$ cat config.mk
export PLATFORM = sky130hd
export DESIGN_NAME = r2y_merge
export DESIGN_NICKNAME = d
export VERILOG_FILES = /design/src/r2y_pkg.sv /design/src/r2y_merge.sv
export SDC_FILE = /design/constraint.sdc
export NUM_CORES = 1
export LEC_CHECK = 0
export BUFFER_PORTS_ARGS = -buffer_cell sky130_fd_sc_hd__clkbuf_2
export CAP_MARGIN = 10
export CORE_AREA = 2 2 162 203
export DETAILED_ROUTE_END_ITERATION = 6
export DIE_AREA = 0 0 164 205
export MAX_ROUTING_LAYER = met4
export PLACE_DENSITY = 0.52
export REMOVE_ABC_BUFFERS = 1
export SLEW_MARGIN = 30
export SYNTH_ARGS = -nofsm -noshare
export SYNTH_HDL_FRONTEND = slang
export SYNTH_SLANG_ARGS = --single-unit
$ cat constraint.sdc
create_clock -name clk -period 5.69 [get_ports clk]
set_input_delay 1.138 -clock clk [delete_from_list [all_inputs] [get_ports clk]]
set_output_delay 1.138 -clock clk [all_outputs]
set_load 0.01 [all_outputs]
$ cat src/r2y_pkg.sv
// Shared types and constants for the 2x2 RGB to YUV 4:2:0 converter.
// Holds the word structs, the fixed-point coefficients and the stage enable struct.
// No dependencies.
`timescale 1ns / 1ps

package r2y_pkg;

    // Number of pixels in one 2x2 block, one lane each.
    localparam int NUM_LANES = 4;

    // Fixed-point layout: coefficients carry 16 fraction bits.
    localparam int FRAC_W  = 16;
    localparam int COEF_W  = 16;
    // One product of an 8-bit channel and a 16-bit weight magnitude.
    localparam int PROD_W  = 24;
    // Luma sum of three products plus the rounding half.
    localparam int LUMA_W  = 25;
    // Signed chroma partial sums and the four-pixel total.
    localparam int PART_W  = 28;
    // Chroma total is divided by 4 * 65536.
    localparam int CHROMA_SHIFT = FRAC_W + 2;

    localparam int ROUND_HALF  = 32768;
    localparam int CHROMA_BIAS = 128 * 65536;

    // Weight magnitudes; the signs are applied in the lane adders.
    localparam logic [COEF_W-1:0] Y_R_COEF = 16'd19595;
    localparam logic [COEF_W-1:0] Y_G_COEF = 16'd38470;
    localparam logic [COEF_W-1:0] Y_B_COEF = 16'd7471;
    localparam logic [COEF_W-1:0] U_R_COEF = 16'd9634;   // negative
    localparam logic [COEF_W-1:0] U_G_COEF = 16'd18940;  // negative
    localparam logic [COEF_W-1:0] U_B_COEF = 16'd28574;
    localparam logic [COEF_W-1:0] V_R_COEF = 16'd40305;
    localparam logic [COEF_W-1:0] V_G_COEF = 16'd33751;  // negative
    localparam logic [COEF_W-1:0] V_B_COEF = 16'd6554;   // negative

    typedef logic [7:0]               sample_t;
    typedef logic signed [PART_W-1:0] chroma_part_t;

    typedef struct packed {
        sample_t red;
        sample_t green;
        sample_t blue;
    } rgb_t;

    typedef struct packed {
        sample_t tl_red;
        sample_t tl_green;
        sample_t tl_blue;
        sample_t tr_red;
        sample_t tr_green;
        sample_t tr_blue;
        sample_t bl_red;
        sample_t bl_green;
        sample_t bl_blue;
        sample_t br_red;
        sample_t br_green;
        sample_t br_blue;
    } pix_word_t;

    typedef struct packed {
        sample_t luma_tl;
        sample_t luma_tr;
        sample_t luma_bl;
        sample_t luma_br;
        sample_t chroma_u;
        sample_t chroma_v;
    } yuv_word_t;

    // Load enables for the two lane stages.
    typedef struct packed {
        logic s1;
        logic s2;
    } stage_en_t;

endpackage

$ cat src/r2y_merge.sv
// Merging stage: sums the four lane chroma partials plus 32768, divides by 4 * 65536,
// clamps, and registers the finished output word. Uses r2y_pkg.
`timescale 1ns / 1ps

module r2y_merge (
    input  logic                  clk,
    input  logic                  en,
    input  r2y_pkg::sample_t      luma   [r2y_pkg::NUM_LANES],
    input  r2y_pkg::chroma_part_t u_part [r2y_pkg::NUM_LANES],
    input  r2y_pkg::chroma_part_t v_part [r2y_pkg::NUM_LANES],
    output r2y_pkg::yuv_word_t    word
);

    localparam int CW = r2y_pkg::PART_W;
    localparam int QW = CW - 1 - r2y_pkg::CHROMA_SHIFT;

    r2y_pkg::chroma_part_t u_sum, v_sum;
    r2y_pkg::yuv_word_t    word_reg, word_next;

    // Negative totals give zero; otherwise the quotient saturates at 255.
    function automatic r2y_pkg::sample_t clamp_chroma(input r2y_pkg::chroma_part_t total);
        logic [QW-1:0] q;
        q = total[CW-2:r2y_pkg::CHROMA_SHIFT];
        if (total[CW-1])
            return '0;
        else if (q > QW'(255))
            return '1;
        else
            return q[7:0];
    endfunction

    always_comb
    begin
        u_sum = CW'(r2y_pkg::ROUND_HALF) + u_part[0] + u_part[1] + u_part[2] + u_part[3];
        v_sum = CW'(r2y_pkg::ROUND_HALF) + v_part[0] + v_part[1] + v_part[2] + v_part[3];
        word_next.luma_tl  = luma[0];
        word_next.luma_tr  = luma[1];
        word_next.luma_bl  = luma[2];
        word_next.luma_br  = luma[3];
        word_next.chroma_u = clamp_chroma(u_sum);
        word_next.chroma_v = clamp_chroma(v_sum);
    end

    always_ff @(posedge clk)
    begin
        if (en)
            word_reg <= word_next;
    end

    assign word = word_reg;

endmodule

==> metrics.md <==
| Metric | Value |
|---|---|
| RSZ-0062 raised after global routing | false |
| Wire per inst | 12.68 µm |
| Register area share after synthesis | 20.00% |
| Status | finished, final reports clean |
| Endpoints failing setup | 0 |
| Critical path data arrival time | 4.97 ns |
| Input/output buffers | between 300 and 400 |
| Clock slew at reported path FFs | 0.08 ns |
| Clk buf depth | 2 |
| Slowest cell delay on critical path | 0.58 ns |
| Reg area | between 0.001 and 0.0015 mm² |
| Crit share post-route | 84.58% |
| Num CTS Buffers | 5 |
| Die Ht | 205 µm |
| Final WS setup | 0.8771 ns |
| Cells along the critical path | clkbuf_2 > inv_1 > fa_1 > inv_1 > fa_1 > ha_1 > ha_1 > a21oi_1 > o21ai_0 > nor4b_1 > nor3_2 > a31o_4 > a211oi_2 > a21boi_1 |
| CP Class | input pin to register |
| Vias in the first global route | slightly above 6,000 |
| Final TNS setup | 0 ns |
| Synth warnings | 0 |
| TritonRoute pass-1 iters | 4 |
| Gpl congestion | ~0.82 |
| Hold/Removal Path Class | input pin to register |
| Routed Antenna Nets | 0 |
| Most frequent cells in the layout | 305 x clkbuf_2, 239 x inv_1, 106 x fa_1 |
| Number of max-cap violations | 0 |
| Pwr Density | 305.4 mW/mm² |
| Total clock sinks | between 40 and 50 |
| Syn Inst Count | 729 |
| H-Tree Depth | 2 |
| Final hold vios | 0 |
| DR DRC count | 0 |
| Area of the multi-input gates | about 0.0049 mm² |
| Vias | slightly below 6,000 |
| Final Max Tran Viols | 0 |
| Period minus WS final | 4.813 ns |
| Slew @ Worst Pin | 0.7295 ns |
| Dpl hpwl | 16.85 mm |
| Nets | 1,504 |
| GRT Overall Usage | between 10% and 20% |
| Share of cells above drive strength 1 | a little under a third |
| Commonest non-fill, non-tap cell in the layout | clkbuf_2 |
| Max FFs per register | 48 |
| Pre-CTS WS | 0.5484 ns |
| Crit start category | input pin |
| DIE AREA | between 0.03 and 0.04 mm² |
| Top_reg_cell synth | edfxtp_1 |
| Drt via density | 4.053 |
| Ports | 306 |
| Num rows | 73 |
| Rel. slew slack | about half |
| Initial Util | between 20% and 30% |
| Drt total wl | 18.51 mm |
| Critical Path End Type | register |
| Depth of the worst hold-timing path | 1 |
| Area delta synth->final | 31.05% |
| Synth Register Bits | 48 |
| Initial antenna violation count | 5 |
| First-pass GRT wire length | 29.06 mm |
| CTS tree | yes |
| EDFF count, synth | 48 |
| # fillers | 3,391 |
| Cell Area, Synth | 0.007208 mm² |
| Async SR Flop Fraction | 0% |
| Clk Tree Root Cell | clkbuf_16 |
| Slowest library cell on the worst path | nor4b_1 |
| Largest net degree at the start of global routing | 49 |
| CORE AREA | 0.03169 mm² |
| Max FO, Critical Path | 8 |
| Die Width | 164 µm |
| Count of different cell masters after synthesis | 56 |
| Drt first-iter violations | roughly 170 |
| Leakage | 5.171 nW |
| CP required | 5.85 ns |
| Max VDD drop | roughly 0.00013 V |
| Post-CTS sizing | 0 |
| Final global-route overflow total | 0 |
| Setup bufs post-CTS | 0 |
| Hold_buf cts | 0 |
| Fmax | 207.8 MHz |
| Syn Area/Cell | roughly 9.9 µm² |
critical path: cells and delay by family:
kind            cells  cell delay (ns)
buf+inv             3             0.16
simple gates        2             0.78
compound gates      5             1.27
fa+ha+maj           4             1.61
synthesized netlist by cell type, drive strengths merged, types with 4 or more instances:
cell type	count	area (µm²)
o21bai	6	45.04
o31ai	5	37.54
a21boi	9	67.57
ha	98	1226
edfxtp	48	1441
nand3	10	50.05
o311ai	4	35.04
o211ai	6	45.04
inv	239	897.1
fa	106	2122
and2	4	25.02
nand2b	4	25.02
xnor2	20	175.2
nand2	30	112.6
nor3	11	71.32
nor2	14	52.55
a211oi	9	77.57
o21ai	16	83.83
xor2	5	43.79
a21oi	38	190.2
a21o	8	60.06
final timing paths:
| kind | endpoint | slack, ns | startpoint |
|---|---|---|---|
| setup / recovery | word[6] | 0.88 | v_part[8] |
| hold / removal | word[21] | 1.00 | luma[5] |
cell type report:
class                           count  area share, %
Tap cell                          412          5.457
Clock inverter                      3         0.5033
Multi-Input combinational cell    441          51.51
Clock buffer                        5          1.325
Inverter                          239          9.497
Timing Repair Buffer              307          16.32
Sequential cell                    48          15.26
Antenna cell                        5         0.1325
cells by family (layout without fill, tap and decap cells):
family / Yosys count / after routing / synth area share (%)
buffers and inverters: 240 / 554 / 12.50
adders and majority gates: 204 / 204 / 46.45
AOI/OAI and AO/OA: 120 / 120 / 11.30
and+or+nand+nor: 92 / 92 / 6.718
DFF: 48 / 48 / 20.00
xor gates and xnor gates: 25 / 25 / 3.038
other: 0 / 5 / 0
metrics by stage:
step	util, %	cell area (µm²)	power [mW]	instances	hold slack, ns
finish	29.81	9447	2.885	1460	1.002
global route	29.81	9447	3.240	1460	0.9823
CTS	29.77	9434	2.948	1455	0.9831
detailed placement	29.22	9261	2.542	1447	1.317
global placement	29.22	9261	2.537	1447	1.316
floorplan	-	7204	1.956	728	1.237
metal layers:
| layer | global-route usage [%] | part of all wire (%) | up-vias | routed length, µm |
|---|---|---|---|---|
| met3 | 3.887 | 9.4 | 10 | 1739 |
| li1 | - | - | 2972 | - |
| met1 | 12.34 | 39 | 2739 | 7196 |
| met4 | 2.224 | 1.2 | 0 | 225 |
| met2 | 20.15 | 51 | 196 | 9352 |
| met5 | - | 0 | - | 0 |
power by group:
| group | total, mW | internal, mW | leakage, nW | switching [mW] |
|---|---|---|---|---|
| Clock | 0.369 | 0.210 | 0.0840 | 0.159 |
| Combinational | 1.97 | 0.851 | 4.62 | 1.12 |
| Sequential | 0.543 | 0.519 | 0.468 | 0.0243 |
(Power assumes the default switching activity.)
