File: config.mk
export PLATFORM = sky130hd
export DESIGN_NAME = r2y_lane
export DESIGN_NICKNAME = d
export VERILOG_FILES = /design/src/r2y_pkg.sv /design/src/r2y_lane.sv
export SDC_FILE = /design/constraint.sdc
export NUM_CORES = 1
export LEC_CHECK = 0
export BUFFER_PORTS_ARGS = -buffer_cell sky130_fd_sc_hd__buf_2
export CAP_MARGIN = 40
export CORE_ASPECT_RATIO = 0.5
export CORE_UTILIZATION = 56
export CTS_BUF_LIST = sky130_fd_sc_hd__clkbuf_16
export CTS_CLUSTER_SIZE = 16
export DETAILED_ROUTE_END_ITERATION = 16
export GPL_TIMING_DRIVEN = 1
export PLACE_DENSITY = 0.7
export SKIP_LAST_GASP = 1
export SLEW_MARGIN = 20
export SYNTH_ARGS = -nofsm -noshare
export SYNTH_HDL_FRONTEND = slang
export SYNTH_SLANG_ARGS = --single-unit
File: constraint.sdc
create_clock -name clk -period 12.7 [get_ports clk]
set_clock_uncertainty 0.05 [all_clocks]
set_input_delay 1.905 -clock clk [delete_from_list [all_inputs] [get_ports clk]]
set_output_delay 1.905 -clock clk [all_outputs]
set_load 0.02 [all_outputs]
File: src/r2y_pkg.sv
// Shared types and constants for the 2x2 RGB to YUV 4:2:0 converter.
// Holds the word structs, the fixed-point coefficients and the stage enable struct.
// No dependencies.
`timescale 1ns / 1ps

package r2y_pkg;

    // Number of pixels in one 2x2 block, one lane each.
    localparam int NUM_LANES = 4;

    // Fixed-point layout: coefficients carry 16 fraction bits.
    localparam int FRAC_W  = 16;
    localparam int COEF_W  = 16;
    // One product of an 8-bit channel and a 16-bit weight magnitude.
    localparam int PROD_W  = 24;
    // Luma sum of three products plus the rounding half.
    localparam int LUMA_W  = 25;
    // Signed chroma partial sums and the four-pixel total.
    localparam int PART_W  = 28;
    // Chroma total is divided by 4 * 65536.
    localparam int CHROMA_SHIFT = FRAC_W + 2;

    localparam int ROUND_HALF  = 32768;
    localparam int CHROMA_BIAS = 128 * 65536;

    // Weight magnitudes; the signs are applied in the lane adders.
    localparam logic [COEF_W-1:0] Y_R_COEF = 16'd19595;
    localparam logic [COEF_W-1:0] Y_G_COEF = 16'd38470;
    localparam logic [COEF_W-1:0] Y_B_COEF = 16'd7471;
    localparam logic [COEF_W-1:0] U_R_COEF = 16'd9634;   // negative
    localparam logic [COEF_W-1:0] U_G_COEF = 16'd18940;  // negative
    localparam logic [COEF_W-1:0] U_B_COEF = 16'd28574;
    localparam logic [COEF_W-1:0] V_R_COEF = 16'd40305;
    localparam logic [COEF_W-1:0] V_G_COEF = 16'd33751;  // negative
    localparam logic [COEF_W-1:0] V_B_COEF = 16'd6554;   // negative

    typedef logic [7:0]               sample_t;
    typedef logic signed [PART_W-1:0] chroma_part_t;

    typedef struct packed {
        sample_t red;
        sample_t green;
        sample_t blue;
    } rgb_t;

    typedef struct packed {
        sample_t tl_red;
        sample_t tl_green;
        sample_t tl_blue;
        sample_t tr_red;
        sample_t tr_green;
        sample_t tr_blue;
        sample_t bl_red;
        sample_t bl_green;
        sample_t bl_blue;
        sample_t br_red;
        sample_t br_green;
        sample_t br_blue;
    } pix_word_t;

    typedef struct packed {
        sample_t luma_tl;
        sample_t luma_tr;
        sample_t luma_bl;
        sample_t luma_br;
        sample_t chroma_u;
        sample_t chroma_v;
    } yuv_word_t;

    // Load enables for the two lane stages.
    typedef struct packed {
        logic s1;
        logic s2;
    } stage_en_t;

endpackage

File: src/r2y_lane.sv
// One pixel lane of the converter: nine constant products, then luma and chroma partial sums.
// Uses r2y_pkg.
`timescale 1ns / 1ps

module r2y_lane (
    input  logic                  clk,
    input  r2y_pkg::stage_en_t    en,
    input  r2y_pkg::rgb_t         pixel,
    output r2y_pkg::sample_t      luma,
    output r2y_pkg::chroma_part_t u_part,
    output r2y_pkg::chroma_part_t v_part
);

    localparam int PW = r2y_pkg::PROD_W;
    localparam int LW = r2y_pkg::LUMA_W;
    localparam int CW = r2y_pkg::PART_W;

    logic [PW-1:0] yr_reg, yg_reg, yb_reg;
    logic [PW-1:0] ur_reg, ug_reg, ub_reg;
    logic [PW-1:0] vr_reg, vg_reg, vb_reg;
    logic [PW-1:0] yr_next, yg_next, yb_next;
    logic [PW-1:0] ur_next, ug_next, ub_next;
    logic [PW-1:0] vr_next, vg_next, vb_next;

    logic [LW-1:0]         y_sum;
    r2y_pkg::sample_t      luma_reg, luma_next;
    r2y_pkg::chroma_part_t u_part_reg, u_part_next;
    r2y_pkg::chroma_part_t v_part_reg, v_part_next;

    // Stage 1: each channel times each weight magnitude.
    always_comb
    begin
        yr_next = PW'(pixel.red)   * PW'(r2y_pkg::Y_R_COEF);
        yg_next = PW'(pixel.green) * PW'(r2y_pkg::Y_G_COEF);
        yb_next = PW'(pixel.blue)  * PW'(r2y_pkg::Y_B_COEF);
        ur_next = PW'(pixel.red)   * PW'(r2y_pkg::U_R_COEF);
        ug_next = PW'(pixel.green) * PW'(r2y_pkg::U_G_COEF);
        ub_next = PW'(pixel.blue)  * PW'(r2y_pkg::U_B_COEF);
        vr_next = PW'(pixel.red)   * PW'(r2y_pkg::V_R_COEF);
        vg_next = PW'(pixel.green) * PW'(r2y_pkg::V_G_COEF);
        vb_next = PW'(pixel.blue)  * PW'(r2y_pkg::V_B_COEF);
    end

    always_ff @(posedge clk)
    begin
        if (en.s1)
        begin
            yr_reg <= yr_next;
            yg_reg <= yg_next;
            yb_reg <= yb_next;
            ur_reg <= ur_next;
            ug_reg <= ug_next;
            ub_reg <= ub_next;
            vr_reg <= vr_next;
            vg_reg <= vg_next;
            vb_reg <= vb_next;
        end
    end

    // Stage 2: signed sums. Luma is rounded and clamped here; chroma keeps all
    // fraction bits and carries the 128 offset of this pixel.
    always_comb
    begin
        y_sum = LW'(yr_reg) + LW'(yg_reg) + LW'(yb_reg) + LW'(r2y_pkg::ROUND_HALF);
        if (y_sum[LW-1])
            luma_next = '1;
        else
            luma_next = y_sum[r2y_pkg::FRAC_W +: 8];
        u_part_next = CW'(r2y_pkg::CHROMA_BIAS) - CW'(ur_reg) - CW'(ug_reg) + CW'(ub_reg);
        v_part_next = CW'(r2y_pkg::CHROMA_BIAS) + CW'(vr_reg) - CW'(vg_reg) - CW'(vb_reg);
    end

    always_ff @(posedge clk)
    begin
        if (en.s2)
        begin
            luma_reg   <= luma_next;
            u_part_reg <= u_part_next;
            v_part_reg <= v_part_next;
        end
    end

    assign luma   = luma_reg;
    assign u_part = u_part_reg;
    assign v_part = v_part_reg;

endmodule

==> metrics.yaml <==
logic_synthesis:
  async_flop_share_pct: 0
  yosys.area.top_type: "edfxtp_1"
  synth.most_common_cell: "inv_1"
  syn-num-nets: 3478
  synth-seq-cells: 243
  ys_warn_count: 0
  synthFlopType: "edfxtp_1"
  synth_top_area_share_pct: 26.2
  synth_edf_count: 243
  synth.distinct_cells: 76
  synthCells: 2665
  syn_area_um2: 27900
  synthTopCellsByArea: "edfxtp_1, ha_1, fa_1"
  ys_top_cells_by_count: "inv_1, ha_1, fa_1, edfxtp_1, nor2_1"
  synth_seq_area_share_pct: 26.2
  avgSynthCellArea_um2: 10.5
sta:
  finalMaxSlewViolations: 0
  setup_viol_count_final: 0
  period_share_pct: 53.0
  setup_tns_ns: 0
  relSlewSlack_pct: 48.2
  fmax_mhz: 149
  fin_crit_ns: 6.73
  rsz0062_at_grt: "false"
  worstMarginPinSlew_ns: 0.767
  hold_viol: 0
cts:
  cts.htree.levels: 1
  clock-sinks: 243
  cts_resized: 0
  numCtsBuffers: 25
  cts_buffer_depth: 3
  root_buffer: "clkbuf_16"
  path_clk_slew_ns: 0.06
  cts_setup_buffers: 0
  cts_tree: "done"
  clkLatencyLatePin_ns: 0.56
  ctsHoldBuffers: 0
worst_setup_path:
  arrival_ns: 7.08
  cp-end-kind: "flop"
  crit_type: "input pin to flop"
  cp_max_fo: 13
  critPathLaunchType: "input pin"
  crit_required_ns: 13.05
finish:
  insertedDiodeCount: 0
  largest_reg_flops: 27
  fin_nets: 3589
  area_delta_synth_final_pct: 7.60
  fin_util_pct: 61.4
  drive_gt1_share_pct: 5.51
drt:
  firstDrtPassIters: 6
  finalWirelength_mm: 64.0
  initialDrtViolationCount: 1307
  viasPerCell: 5.50
  drc_errors: 0
  vias: 18900
  drtAntennaViolNets: 0
  wire_per_inst_um: 18.6
grt:
  grtUsageTotal_pct: 25.7
  grt_max_degree: 66
  antenna_found_initial: 3
  grt_overflow_total: 0
  grt_pass1_vias: 18900
  grt_pass1_wl_mm: 101
placement:
  gp_congestion: 0.920
  port_buffers: 89
  dpl.hpwl_mm: 53.2
die:
  core_um2: 48800
  die_area_um2: 50700
  die_y_um: 160
  rows: 57
  start_util_pct: 57.1
  die_w_um: 317
  ios: 91
flow_run:
  max-cap-violations: 0
min_path:
  hp-class: "flop to flop"
status:
  status: "finished, final reports clean"
logic make-up after synthesis:
kind of cell | synth area share, %
fa+ha+maj | 42.1
buf+inv | 7.44
simple gates | 7.85
compound gates | 10.3
flops | 26.2
xor+xnor | 6.04
mux | 0.112
other cells | 0.0135
per-layer routing:
layer / GRT usage (%) / vias to the layer above / wire length, um
li1: - / 9295 / -
met1: 37.2 / 9179 / 30400
met2: 39.4 / 403 / 27200
met3: 6.24 / 54 / 5110
met4: 4.26 / 2 / 1010
met5: 2.96 / - / 216
cell type report:
type	count	area, um^2
fillers	4098	18800
multi-input cells	1873	18500
flip-flops and latches	243	7300
inverters	540	2030
well taps	649	812
clock buffers	25	626
repair buffers	93	502
clock inverters	20	225
path summary, 6_finish.rpt:
path | start | endpoint | slack (ns) | depth (start not counted)
min reg2reg | vb_reg[2]$_DFFE_PP_ | v_part[2]$_DFFE_PP_ | 0.76 | 2
max | pixel[13] | ug_reg[19]$_DFFE_PP_ | 5.97 | 16
max reg2reg | vg_reg[1]$_DFFE_PP_ | v_part[26]$_DFFE_PP_ | 6.96 | 24
min | vb_reg[2]$_DFFE_PP_ | v_part[2]$_DFFE_PP_ | 0.76 | 2
critical path, stage by stage:
cell	delay (ns)
buf_2	0.23
fa_1	0.86
inv_1	0.18
fa_1	0.52
fa_1	0.52
fa_1	0.54
inv_1	0.04
ha_1	0.32
a21boi_0	0.16
o21ai_0	0.24
a21boi_0	0.15
o21ai_0	0.21
a21oi_1	0.13
o41ai_2	0.48
or4b_1	0.49
o211ai_1	0.10
cells in the final DEF, fill, tap and decap left out, types with 6 or more instances in the layout:
cell       netlist  layout
xor2_1          52      52
o21a_1          19      19
fa_1           251     251
nor3_1          50      50
nand3_1         37      37
a21boi_0        14      14
nor2_1         150     150
o21bai_1        22      22
nand2b_1        15      15
buf_2            1      88
o211ai_1        12      12
and2_1           6       6
ha_1           535     535
nor2b_1         30      30
xnor2_1        140     140
inv_1          540     546
o21ai_1          7       7
nand2_1         89      89
a21o_1          53      53
edfxtp_1       243     243
clkbuf_16        0      25
o21ai_0         89      89
and3_1           9       9
or3_1           16      16
nor4_1          10      10
a31oi_1          7       7
o31ai_1         11      11
or2_2            9       9
a211oi_1        20      20
a21oi_1        130     130
metrics by stage:
stage	instance area, um^2	std cells	setup WS, ns	hold slack (ns)
3_5_place_dp	29100	3397	5.48	0.721
3_3_place_gp	29100	3397	5.54	0.733
5_1_grt	30000	3443	5.72	0.792
4_1_cts	29900	3442	6.03	0.756
6_report	30000	3443	5.97	0.761
2_1_floorplan	27900	2665	6.15	0.622
Power is not shown: default switching activity piles up to over one toggle a cycle in this logic, so the estimate is an artifact.
